$ cat src/rtl/l2dt_pkg.sv
// Shared types, codes and defaults for the toroidal Life stepper.
`timescale 1ns / 1ps
package l2dt_pkg;

  localparam int SIDE_DEF     = 64;
  localparam int AGE_BITS_DEF = 16;

  // Item kinds.
  localparam logic [1:0] KIND_WRITE = 2'd0;
  localparam logic [1:0] KIND_READ  = 2'd1;
  localparam logic [1:0] KIND_STEP  = 2'd2;

  // B3/S23 neighbor counts.
  localparam logic [3:0] NBR_SURVIVE = 4'd2;
  localparam logic [3:0] NBR_BIRTH   = 4'd3;

  typedef struct packed {
    logic [1:0] kind;
    logic [5:0] col;
    logic [5:0] row;
    logic       alive_in;
  } in_t;

  typedef struct packed {
    logic        alive_out;
    logic [15:0] age_out;
    logic        stepped;
  } out_t;

  typedef enum logic [3:0] {
    ST_CLEAR,
    ST_IDLE,
    ST_DISPATCH,
    ST_ITEM_WR,
    ST_LD_PREV,
    ST_LD_CUR,
    ST_LD_NXT,
    ST_LD_WAIT,
    ST_CELL,
    ST_ROW_END,
    ST_ROW_WB,
    ST_ROW_LD,
    ST_FIN
  } state_t;

  // Which grid row the alive memory reads during a generation.
  typedef enum logic [1:0] {
    ROW_LAST,
    ROW_FIRST,
    ROW_SECOND,
    ROW_AHEAD
  } row_sel_t;

  typedef struct packed {
    logic     load_item;
    logic     item_rd;
    logic     item_wr;
    logic     clr_wr;
    logic     row_rd;
    row_sel_t row_sel;
    logic     ld_prev;
    logic     ld_cur;
    logic     ld_nxt;
    logic     ld_nxt_row0;
    logic     row_wb;
    logic     cell_go;
    logic     load_out;
    logic     stepped;
  } cmd_t;

  typedef struct packed {
    logic [1:0] kind;
    logic       on_grid;
  } stat_t;

endpackage

$ cat src/rtl/l2dt_ctrl.sv
// Controller: sequencing of clear, item access and generation sweep.
`timescale 1ns / 1ps
module l2dt_ctrl #(
  parameter int SIDE = l2dt_pkg::SIDE_DEF
) (
  input  logic                    clk,
  input  logic                    rst,
  input  logic                    req_valid,
  output logic                    req_ready,
  output logic                    rsp_valid,
  input  logic                    rsp_ready,
  input  logic                    cfg_we,
  input  logic                    cfg_wdata,
  input  l2dt_pkg::stat_t         stat,
  output l2dt_pkg::cmd_t          cmd,
  output logic [$clog2(SIDE)-1:0] r,
  output logic [$clog2(SIDE)-1:0] c
);

  localparam int RW = $clog2(SIDE);
  localparam logic [RW-1:0] C_LAST = RW'(SIDE - 1);

  l2dt_pkg::state_t state, state_next;
  logic [RW-1:0] r_next, c_next;
  logic          run_enable;
  logic          did_step, did_step_next;
  logic          rsp_valid_next;
  logic [RW:0]   r_ahead;
  logic          ahead_wrap;

  assign r_ahead    = {1'b0, r} + (RW + 1)'(2);
  assign ahead_wrap = (r_ahead == (RW + 1)'(SIDE));

  always_ff @(posedge clk) begin
    if (rst) begin
      state      <= l2dt_pkg::ST_CLEAR;
      r          <= '0;
      c          <= '0;
      run_enable <= 1'b0;
      did_step   <= 1'b0;
      rsp_valid  <= 1'b0;
    end else begin
      state     <= state_next;
      r         <= r_next;
      c         <= c_next;
      did_step  <= did_step_next;
      rsp_valid <= rsp_valid_next;
      if (cfg_we) begin
        run_enable <= cfg_wdata;
      end
    end
  end

  always_comb begin
    state_next     = state;
    r_next         = r;
    c_next         = c;
    did_step_next  = did_step;
    rsp_valid_next = rsp_valid;
    cmd            = '0;
    cmd.row_sel    = l2dt_pkg::ROW_LAST;
    cmd.stepped    = did_step;
    req_ready      = (state == l2dt_pkg::ST_IDLE);
    if (rsp_valid && rsp_ready) begin
      rsp_valid_next = 1'b0;
    end
    unique case (state)
      l2dt_pkg::ST_CLEAR: begin
        cmd.clr_wr = 1'b1;
        if (c == C_LAST) begin
          c_next = '0;
          if (r == C_LAST) begin
            r_next     = '0;
            state_next = l2dt_pkg::ST_IDLE;
          end else begin
            r_next = r + 1'b1;
          end
        end else begin
          c_next = c + 1'b1;
        end
      end
      l2dt_pkg::ST_IDLE: begin
        if (req_valid) begin
          cmd.load_item = 1'b1;
          did_step_next = 1'b0;
          state_next    = l2dt_pkg::ST_DISPATCH;
        end
      end
      l2dt_pkg::ST_DISPATCH: begin
        if ((stat.kind == l2dt_pkg::KIND_WRITE || stat.kind == l2dt_pkg::KIND_READ)
            && stat.on_grid) begin
          cmd.item_rd = 1'b1;
        end
        unique case (stat.kind)
          l2dt_pkg::KIND_WRITE: begin
            state_next = stat.on_grid ? l2dt_pkg::ST_ITEM_WR : l2dt_pkg::ST_FIN;
          end
          l2dt_pkg::KIND_STEP: begin
            if (run_enable) begin
              did_step_next = 1'b1;
              r_next        = '0;
              c_next        = '0;
              state_next    = l2dt_pkg::ST_LD_PREV;
            end else begin
              state_next = l2dt_pkg::ST_FIN;
            end
          end
          default: begin
            state_next = l2dt_pkg::ST_FIN;
          end
        endcase
      end
      l2dt_pkg::ST_ITEM_WR: begin
        cmd.item_wr = 1'b1;
        state_next  = l2dt_pkg::ST_FIN;
      end
      l2dt_pkg::ST_LD_PREV: begin
        cmd.row_rd  = 1'b1;
        cmd.row_sel = l2dt_pkg::ROW_LAST;
        state_next  = l2dt_pkg::ST_LD_CUR;
      end
      l2dt_pkg::ST_LD_CUR: begin
        cmd.row_rd  = 1'b1;
        cmd.row_sel = l2dt_pkg::ROW_FIRST;
        cmd.ld_prev = 1'b1;
        state_next  = l2dt_pkg::ST_LD_NXT;
      end
      l2dt_pkg::ST_LD_NXT: begin
        cmd.row_rd  = 1'b1;
        cmd.row_sel = l2dt_pkg::ROW_SECOND;
        cmd.ld_cur  = 1'b1;
        state_next  = l2dt_pkg::ST_LD_WAIT;
      end
      l2dt_pkg::ST_LD_WAIT: begin
        cmd.ld_nxt = 1'b1;
        state_next = l2dt_pkg::ST_CELL;
      end
      l2dt_pkg::ST_CELL: begin
        cmd.cell_go = 1'b1;
        if (c == C_LAST) begin
          c_next     = '0;
          state_next = l2dt_pkg::ST_ROW_END;
        end else begin
          c_next = c + 1'b1;
        end
      end
      l2dt_pkg::ST_ROW_END: begin
        state_next = l2dt_pkg::ST_ROW_WB;
      end
      l2dt_pkg::ST_ROW_WB: begin
        cmd.row_wb = 1'b1;
        if (r == C_LAST) begin
          state_next = l2dt_pkg::ST_FIN;
        end else begin
          if (!ahead_wrap) begin
            cmd.row_rd  = 1'b1;
            cmd.row_sel = l2dt_pkg::ROW_AHEAD;
          end
          state_next = l2dt_pkg::ST_ROW_LD;
        end
      end
      l2dt_pkg::ST_ROW_LD: begin
        if (ahead_wrap) begin
          cmd.ld_nxt_row0 = 1'b1;
        end else begin
          cmd.ld_nxt = 1'b1;
        end
        r_next     = r + 1'b1;
        state_next = l2dt_pkg::ST_CELL;
      end
      l2dt_pkg::ST_FIN: begin
        if (!rsp_valid || rsp_ready) begin
          cmd.load_out   = 1'b1;
          rsp_valid_next = 1'b1;
          state_next     = l2dt_pkg::ST_IDLE;
        end
      end
      default: begin
        state_next = l2dt_pkg::ST_IDLE;
      end
    endcase
  end

`ifndef SYNTHESIS
  a_counter_range: assert property (@(posedge clk) disable iff (rst)
    (c <= C_LAST) && (r <= C_LAST))
    else $error("row or column counter left the grid");

  a_last_row_done: assert property (@(posedge clk) disable iff (rst)
    (state == l2dt_pkg::ST_ROW_WB && r == C_LAST) |=> (state == l2dt_pkg::ST_FIN))
    else $error("generation sweep did not finish after the last row");

  a_out_loaded: assert property (@(posedge clk) disable iff (rst)
    cmd.load_out |=> rsp_valid)
    else $error("result load did not raise rsp_valid");

  a_step_flag: assert property (@(posedge clk) disable iff (rst)
    (state == l2dt_pkg::ST_CELL) |-> did_step)
    else $error("cell sweep running without a step flagged");
`endif

endmodule

$ cat config.mk
export PLATFORM = sky130hd
export DESIGN_NAME = l2dt_ctrl
export DESIGN_NICKNAME = d
export VERILOG_FILES = /design/src/rtl/l2dt_pkg.sv /design/src/rtl/l2dt_ctrl.sv
export SDC_FILE = /design/constraint.sdc
export NUM_CORES = 1
export LEC_CHECK = 0
export BUFFER_PORTS_ARGS = -buffer_cell sky130_fd_sc_hd__buf_4
export CORE_MARGIN = 2
export CORE_UTILIZATION = 25
export DETAILED_ROUTE_END_ITERATION = 6
export GPL_TIMING_DRIVEN = 0
export PLACE_DENSITY = 0.53
export SYNTH_ARGS = -nofsm -noshare
export SYNTH_HDL_FRONTEND = slang
export SYNTH_SLANG_ARGS = --single-unit
export TNS_END_PERCENT = 10
$ cat constraint.sdc
create_clock -name clk -period 1.75 [get_ports clk]
set_clock_uncertainty 0.15 [all_clocks]
set_input_delay 0.0875 -clock clk [delete_from_list [all_inputs] [get_ports clk]]
set_output_delay 0.0875 -clock clk [all_outputs]
set_load 0.05 [all_outputs]
# ---- Word level (Yosys, flattened, before mapping)
# Index checks and enable logic that the tools add are counted.
dict set report classes {
  n_addsub 3
  eq_ne 24
  reduce_logical 16
  muxes 43
}
# cell n
set op_table {}
lappend op_table {{$pmux W4 S12} 1}
lappend op_table {{$mux W6} 5}
lappend op_table {{$mux W4} 7}
lappend op_table {{$mux W1} 21}
lappend op_table {{$eq A4 B4 Y1 const B} 5}
lappend op_table {{$pmux W6 S3} 1}
lappend op_table {{$eq A4 B3 Y1 const B} 4}
lappend op_table {{$ne A2 B2 Y1 const B} 7}
lappend op_table {{$add A6 B1 Y6 const B} 2}
lappend op_table {{$eq A6 B6 Y1 const B} 2}
lappend op_table {{$pmux W3 S4} 1}
lappend op_table {{$pmux W6 S2} 1}
lappend op_table {{$mux W3} 3}
lappend op_table {{$eq A4 B2 Y1 const B} 2}
lappend op_table {{$pmux W4 S2} 1}
lappend op_table {{$reduce_and A4 Y1} 2}
lappend op_table {{$add A6 B2 Y7 const B} 1}
lappend op_table {{$eq A7 B7 Y1 const B} 1}
lappend op_table {{$reduce_and A5 Y1} 1}
lappend op_table {{$eq A4 B1 Y1 const B} 1}
lappend op_table {{$logic_not A4 Y1} 1}
lappend op_table {{$pmux W1 S2} 2}
lappend op_table {{$reduce_bool A2 Y1} 2}
lappend op_table {{$reduce_or A2 Y1} 2}
lappend op_table {{other kinds (8)} 10}
dict set report totals {
  in_bits 9
  out_inout_bits 29
  word_cells 92
  regBits 19
}

# ---- Longest topological paths before layout
# Gate-level depths: netlist of run 1.
dict set report logic_depth {
  ltp_word 5
  mapped_depth 7
}

# ---- Worst setup path after synthesis of run 1
# Ideal clock, no wire load.
dict set report synth_path {
  path_type {register -> output}
  from {register r[1]}
  to {output cmd[4] (netlist name)}
  required_time_ps 1512
  path_stages_with_launch 5
  t_arrival_ps 2592
  slack_ps -1079
  path_cell_list {dfxtp_1 -> ha_1 -> nand4b_1 -> or3_1 -> nor3_1}
}
# item line
set synth_rtl {}
lappend synth_rtl {{from (decl)} l2dt_ctrl.sv:16} ;# output logic [$clog2(SIDE)-1:0] r,
lappend synth_rtl {{from (signal assigned)} l2dt_ctrl.sv:44} ;# r <= r_next;
lappend synth_rtl {{to (decl)} l2dt_ctrl.sv:15} ;# output l2dt_pkg::cmd_t cmd,

# ---- Worst setup path after layout of run 1
dict set report layout_path {
  from {register r[1]}
  to {register state[0]}
}
dict set report layout_via {
  elab_chain_len 3
  word_cells_on_any_way 5
  classes_between {2 x eq/ne; 2 x mux; 1 x reduce/logical}
}
# item line
set layout_rtl {}
lappend layout_rtl {{$eq A6 B6 Y1 *} {l2dt_ctrl.sv:72, l2dt_ctrl.sv:152}}
lappend layout_rtl {{$mux W3 or $ne A2 B2 Y1 (tied branches)} -}
lappend layout_rtl {{$pmux W4 S12 or $reduce_and A5 Y1 (tied branches)} -}
lappend layout_rtl {{to (signal assigned)} l2dt_ctrl.sv:36} ;# state <= l2dt_pkg::ST_CLEAR;
lappend layout_rtl {{to (signal assigned)} l2dt_ctrl.sv:43} ;# state <= state_next;
lappend layout_rtl {{to (decl)} l2dt_ctrl.sv:23} ;# l2dt_pkg::state_t state, state_next;
# Mark *: on every way between the ends. The rest lies on a longest branch, timed or not.
# A chain may end at the register's enable or synchronous reset.

==> reports/metrics.cfg, run 1 <==
[setup_path]
crit_start = r[1]
end_kind = flip-flop
reg2reg_depth = 7
r2r_end = state[0]
reg2reg_from = r[1]
setup.worst_path.start_class = flip-flop
r2r_slack_ns = -0.31
arrival_ns = 2.07
critPathMaxFanout = 5
required_ns = 1.76
path_class = reg2reg

[run_status]
run_status = finished with violations
violations = setup timing

[logic_synthesis]
syn_inst = 159
synthMuxAreaShare = 0.0163
async_reset_ff_frac = 0
syn_area_um2 = 1220
synth_top_family_by_area = simple AND/OR/NAND/NOR gates
synth_area_per_cell_um2 = 7.70
yosysWarnings = 0
synth-seq-cells = 19
synth_adder_area_share = 0.0409
synth.distinct_cells = 43
synth_compound_area_frac = 0.230
synth_edf_count = 0
synth_xor_area_frac = 0.0143
ys.flop_type = dfxtp_1
synthSimpleGateAreaFrac = 0.333
syn_nets = 172
seq_area_frac_synth = 0.311

[timing]
rsz0062_at_grt = yes
fin_crit_sh = 1.18
tns_ns = -3.39
fin_crit_ns = 2.06
slew_headroom = 0.647
setup_viol = 18
finalHoldViolCount = 0
tightest_slew_ns = 0.529
slew_violations = 0
final.setup.worst_slack_ns = -0.310
hold_slack_ns = 0.0129
clock.fmax_ghz = 0.486

[power]
total_power_mw = 0.860
p_per_area_nw_per_um2 = 422
p_leak_nw = 0.765
ir_drop_v = 0.000273

[placement]
dpl-instance-area_um2 = 1680
place_ws_ns = -0.411
gp_congestion = 0.817
hpwl_um = 2670
portBuffers = 37

[route]
drc_errors = 0
first_pass_iters = 4
wire_per_inst_um = 13.7
via_per_inst = 5.08
drt-initial-drc-count = 100
vias = 1406
drtAntennaViolNets = 0
wirelength_um = 3800

[global_routing]
overflow = 0
first_global_vias = 1294
grt_usage = 0.141
grt_pass1_wl_um = 6060
antenna_found_initial = 0
grt_max_degree = 11

[finish]
num_antenna_cells = 0
drive_gt1_frac = 0.486
nNetsFinal = 224
fin_area_um2 = 2040
num-fill-cells = 485
area_growth_pct = 66.4

[clock_tree]
clockBufferDepth = 2
clk_pin_slew_worst_paths_ns = 0.08
root_buffer = clkbuf_8
cts_buffers = 3
insertion_delay_ns = 0.26
h-tree-depth = 1
cts_sinks = 19
cts_tree = done

[worst_hold_path]
min_path_type = in2reg
min_path_cells = 4
hold_end = state[0]
hold_start = req_valid

[floorplan]
rows = 25
dieArea_um2 = 5480
start_util = 0.259
ios = 38
fp.dieH_um = 74.0
core_um2 = 4720
die_w_um = 74.0

[job]
drv_cap = 0

==> where the power goes <==
group / leakage (nW) / switching [mW] / internal [mW]
Combinational: 0.583 / 0.0530 / 0.0385
Clock: 0.0228 / 0.163 / 0.163
Sequential: 0.159 / 0.0106 / 0.433
Total: 0.765 / 0.227 / 0.634
==> routing by layer <==
metal / global-route usage / part of all wire / up-vias
met5: 0 / 0 / -
met4: 0.0525 / 0.013 / 0
met3: 0.0230 / 0.052 / 5
met2: 0.212 / 0.47 / 44
met1: 0.201 / 0.47 / 659
li1: - / - / 698
==> through the flow <==
| stage | util | instances |
|---|---|---|
| floorplan | - | 159 |
| global placement | 0.356 | 263 |
| detailed placement | 0.356 | 263 |
| CTS | 0.408 | 274 |
| global route | 0.432 | 277 |
| finish | 0.432 | 277 |
==> worst max-delay path, stage by stage, from the launching register on <==
cell	delay (ns)
dfxtp_4	0.36
buf_4	0.13
ha_2	0.21
nand3_4	0.10
or2_4	0.29
nor4b_1	0.15
a2111o_1	0.29
a221oi_1	0.27
==> registers in the layout, indices dropped and copies added, names as in the netlist <==
register	flops
r	6
state	4
rsp_valid	1
run_enable	1
c	6
did_step	1
==> cell usage in the layout, fill, tap and decap left out, types with 4 or more instances in the layout <==
cell type	n
nor2_1	11
buf_6	12
inv_1	6
dfxtp_2	4
a21oi_1	6
dfxtp_1	10
dfxtp_4	5
nor3_1	11
buf_4	37
nand2_1	10
o21ai_0	5
==> worst max-delay path by stage <==
stage	cells after the start	to	slack [ns]
3_5_place_dp	5	r[3]	-0.41
6_report	7	state[0]	-0.31
2_1_floorplan	5	state[0]	-0.32
3_3_place_gp	5	r[3]	-0.43
5_1_grt	7	cmd[10]	-0.38
4_1_cts	7	cmd[5]	-0.36
==> timing repair <==
item,CTS,global route
endpoints found under the setup margin,31,32
buffers inserted,4,3
pin swaps,6,6
hold buffers,3,0
gates resized for setup,36,26
hold endpoints to repair,2,0
==> Yosys cell counts (2+ instances only) <==
master,number,area [um^2]
a211oi_1,2,15.0
a21oi_1,9,45.0
a22oi_1,2,15.0
a311oi_1,2,17.5
a32oi_1,2,17.5
and3_1,2,12.5
buf_4,2,15.0
clkbuf_1,7,26.3
dfxtp_1,19,380
ha_1,4,50.1
inv_1,6,22.5
mux2i_1,2,20.0
nand2_1,10,37.5
nand2b_1,7,43.8
nand3_1,5,25.0
nand4_1,3,18.8
nor2_1,15,56.3
nor2b_1,2,12.5
nor3_1,16,80.1
nor4_1,3,18.8
o21ai_0,10,50.1
o31ai_1,3,22.5
o41ai_1,2,17.5
or3_1,4,25.0
xor2_1,2,17.5
==> layout make-up <==
type	instances	area (um^2)	share of cell area
sequential	19	404	0.198
buffer	10	92.6	0.0454
inverter	6	22.5	0.0110
tap	67	83.8	0.0411
multi-input combinational	124	996	0.489
timing repair buffer	47	394	0.193
clock buffer	4	45.0	0.0221
==> cells by family after synthesis <==
group                      after synthesis
buffers and inverters                   16
adders and majority gates                4
xor gates and xnor gates                 2
AOI/OAI and AO/OA                       41
DFF                                     19
muxes                                    2
and+or+nand+nor                         75
Note: power is estimated with default switching activity, not from simulation.
==> inputs of run 2 (changes only) <==
--- a/config.mk
+++ b/config.mk
@@ -11,6 +11,7 @@
 export DETAILED_ROUTE_END_ITERATION = 6
 export GPL_TIMING_DRIVEN = 0
 export PLACE_DENSITY = 0.53
+export REMOVE_ABC_BUFFERS = 1
 export SYNTH_ARGS = -nofsm -noshare
 export SYNTH_HDL_FRONTEND = slang
 export SYNTH_SLANG_ARGS = --single-unit
==> reports/metrics.cfg, run 2 (synthesis results as in run 1) <==
[run_status]
run_status = finished with violations
violations = setup timing

[clock_tree]
cts_tree = done
h-tree-depth = 1
insertion_delay_ns = 0.26
clk_pin_slew_worst_paths_ns = 0.08
cts_buffers = 3
root_buffer = clkbuf_8
clockBufferDepth = 2
cts_sinks = 19

[route]
wire_per_inst_um = 14.4
first_pass_iters = 4
drt-initial-drc-count = 65
wirelength_um = 3980
drc_errors = 0
drtAntennaViolNets = 0
top_layer = met4
wl_met1_um = 1830
vias = 1386
wl_met2_um = 1970
met3_length_um = 148
via_per_inst = 5.00

[timing]
tightest_slew_ns = 0.382
fin_crit_sh = 1.16
tns_ns = -2.58
finalHoldViolCount = 0
slew_headroom = 0.743
slew_violations = 0
clock.fmax_ghz = 0.491
hold_slack_ns = 0.0284
fin_crit_ns = 2.04
setup_viol = 18
rsz0062_at_grt = yes
final.setup.worst_slack_ns = -0.288

[global_routing]
grt_pass1_wl_um = 6020
grt_usage = 0.141
overflow = 0
antenna_found_initial = 0
first_global_vias = 1257
grt_max_degree = 22

[floorplan]
die_w_um = 74.0
fp.dieH_um = 74.0
dieArea_um2 = 5480
rows = 25
ios = 38
core_um2 = 4720
start_util = 0.259

[finish]
drive_gt1_frac = 0.481
layout_common_cells = buf_4 (42), nor2_1 (11), nand2_1 (10), nor3_1 (10), dfxtp_1 (10)
num_antenna_cells = 0
mostFrequentLayoutCell = buf_4
nNetsFinal = 224
top_regs = c: 6 flops, r: 6 flops, state: 4 flops
area_growth_pct = 63.1

[job]
drv_cap = 0

[setup_path]
critPathSlowestCell = dfxtp_4
critPathMaxFanout = 4
end_kind = output port
setup.worst_path.start_class = flip-flop
required_ns = 1.51
max_stage_delay_ns = 0.36
path_class = reg2out
cp_cell_sequence = ha_4 > nand4b_1 > or3_4 > nand4_1 > a21o_1 > o21ai_2 > buf_6
arrival_ns = 1.80

[worst_hold_path]
min_path_type = in2reg

[placement]
portBuffers = 37
hpwl_um = 2360
gp_congestion = 0.795

[power]
p_leak_nw = 0.751
p_per_area_nw_per_um2 = 427
ir_drop_v = 0.000224

-- run 2: changes by cell type in the layout (fill, tap and decap cells not counted), moves of 2 or more --
cell and change:
a21oi_1 +2, clkbuf_1 -2, dfxtp_4 +2, buf_6 -3, buf_4 +5, nand3_4 -2
o21ai_0 +2, nor3_4 -2, dfxtp_2 -2, buf_8 -2, nand2b_1 +4, nand2b_2 -3
a21oi_2 -2, nor3_2 +3
-- run 2: repair_timing --
action | CTS | global route
resized for setup | 38 | 27
hold buffers | 3 | 0
endpoints found under the setup margin | 30 | 25
pin swaps | 5 | 11
endpoints found under the hold margin | 2 | 0
buffers inserted | 11 | 6
-- run 2: per-stage QoR --
step / cell area (um^2) / setup slack [ns] / instances / power [mW] / utilization
final: 2000 / -0.288 / 277 / 0.852 / 0.423
after global routing: 2000 / -0.337 / 277 / 0.896 / 0.423
after CTS: 1830 / -0.336 / 271 / 0.861 / 0.388
after detailed placement: 1540 / -0.544 / 253 / 0.540 / 0.326
after global placement: 1540 / -0.547 / 253 / 0.540 / 0.326
after floorplan: 1180 / -1.08 / 149 / 0.501 / -
-- run 2: per-layer routing --
| layer | track usage | vias to the layer above |
|---|---|---|
| li1 | - | 699 |
| met3 | 0.0230 | 2 |
| met4 | 0.0485 | 0 |
| met2 | 0.219 | 32 |
| met1 | 0.197 | 653 |
| met5 | 0 | - |
-- run 2: final cells by class --
cell class	instances	area, um^2
fill	476	2730
multi-input combinational	124	972
timing repair buffer	57	464
sequential	19	409
tap	67	83.8
clock buffer	3	41.3
inverter	6	22.5
clock inverter	1	5.00
-- run 2: worst paths after layout --
path,start,cells after the start,endpoint,slack (ns)
setup / recovery,r[2],7,cmd[10],-0.29
hold / removal,rst,2,c[0],0.03
setup reg to reg,state[3],5,r[2],-0.25
hold reg to reg,did_step,2,did_step,0.35
-- run 2: critical path: cells and delay by family (launching register included) --
kind / cells / cell delay [ns]
simple gates: 3 / 0.63
compound gates: 2 / 0.17
fa+ha+maj: 1 / 0.23
flops: 1 / 0.36
buf+inv: 1 / 0.15
-- run 2: where the power goes --
group          switching [mW]  leakage (nW)  internal (mW)
Sequential             0.0110         0.160          0.430
Clock                   0.162        0.0255          0.158
Combinational          0.0527         0.565         0.0390
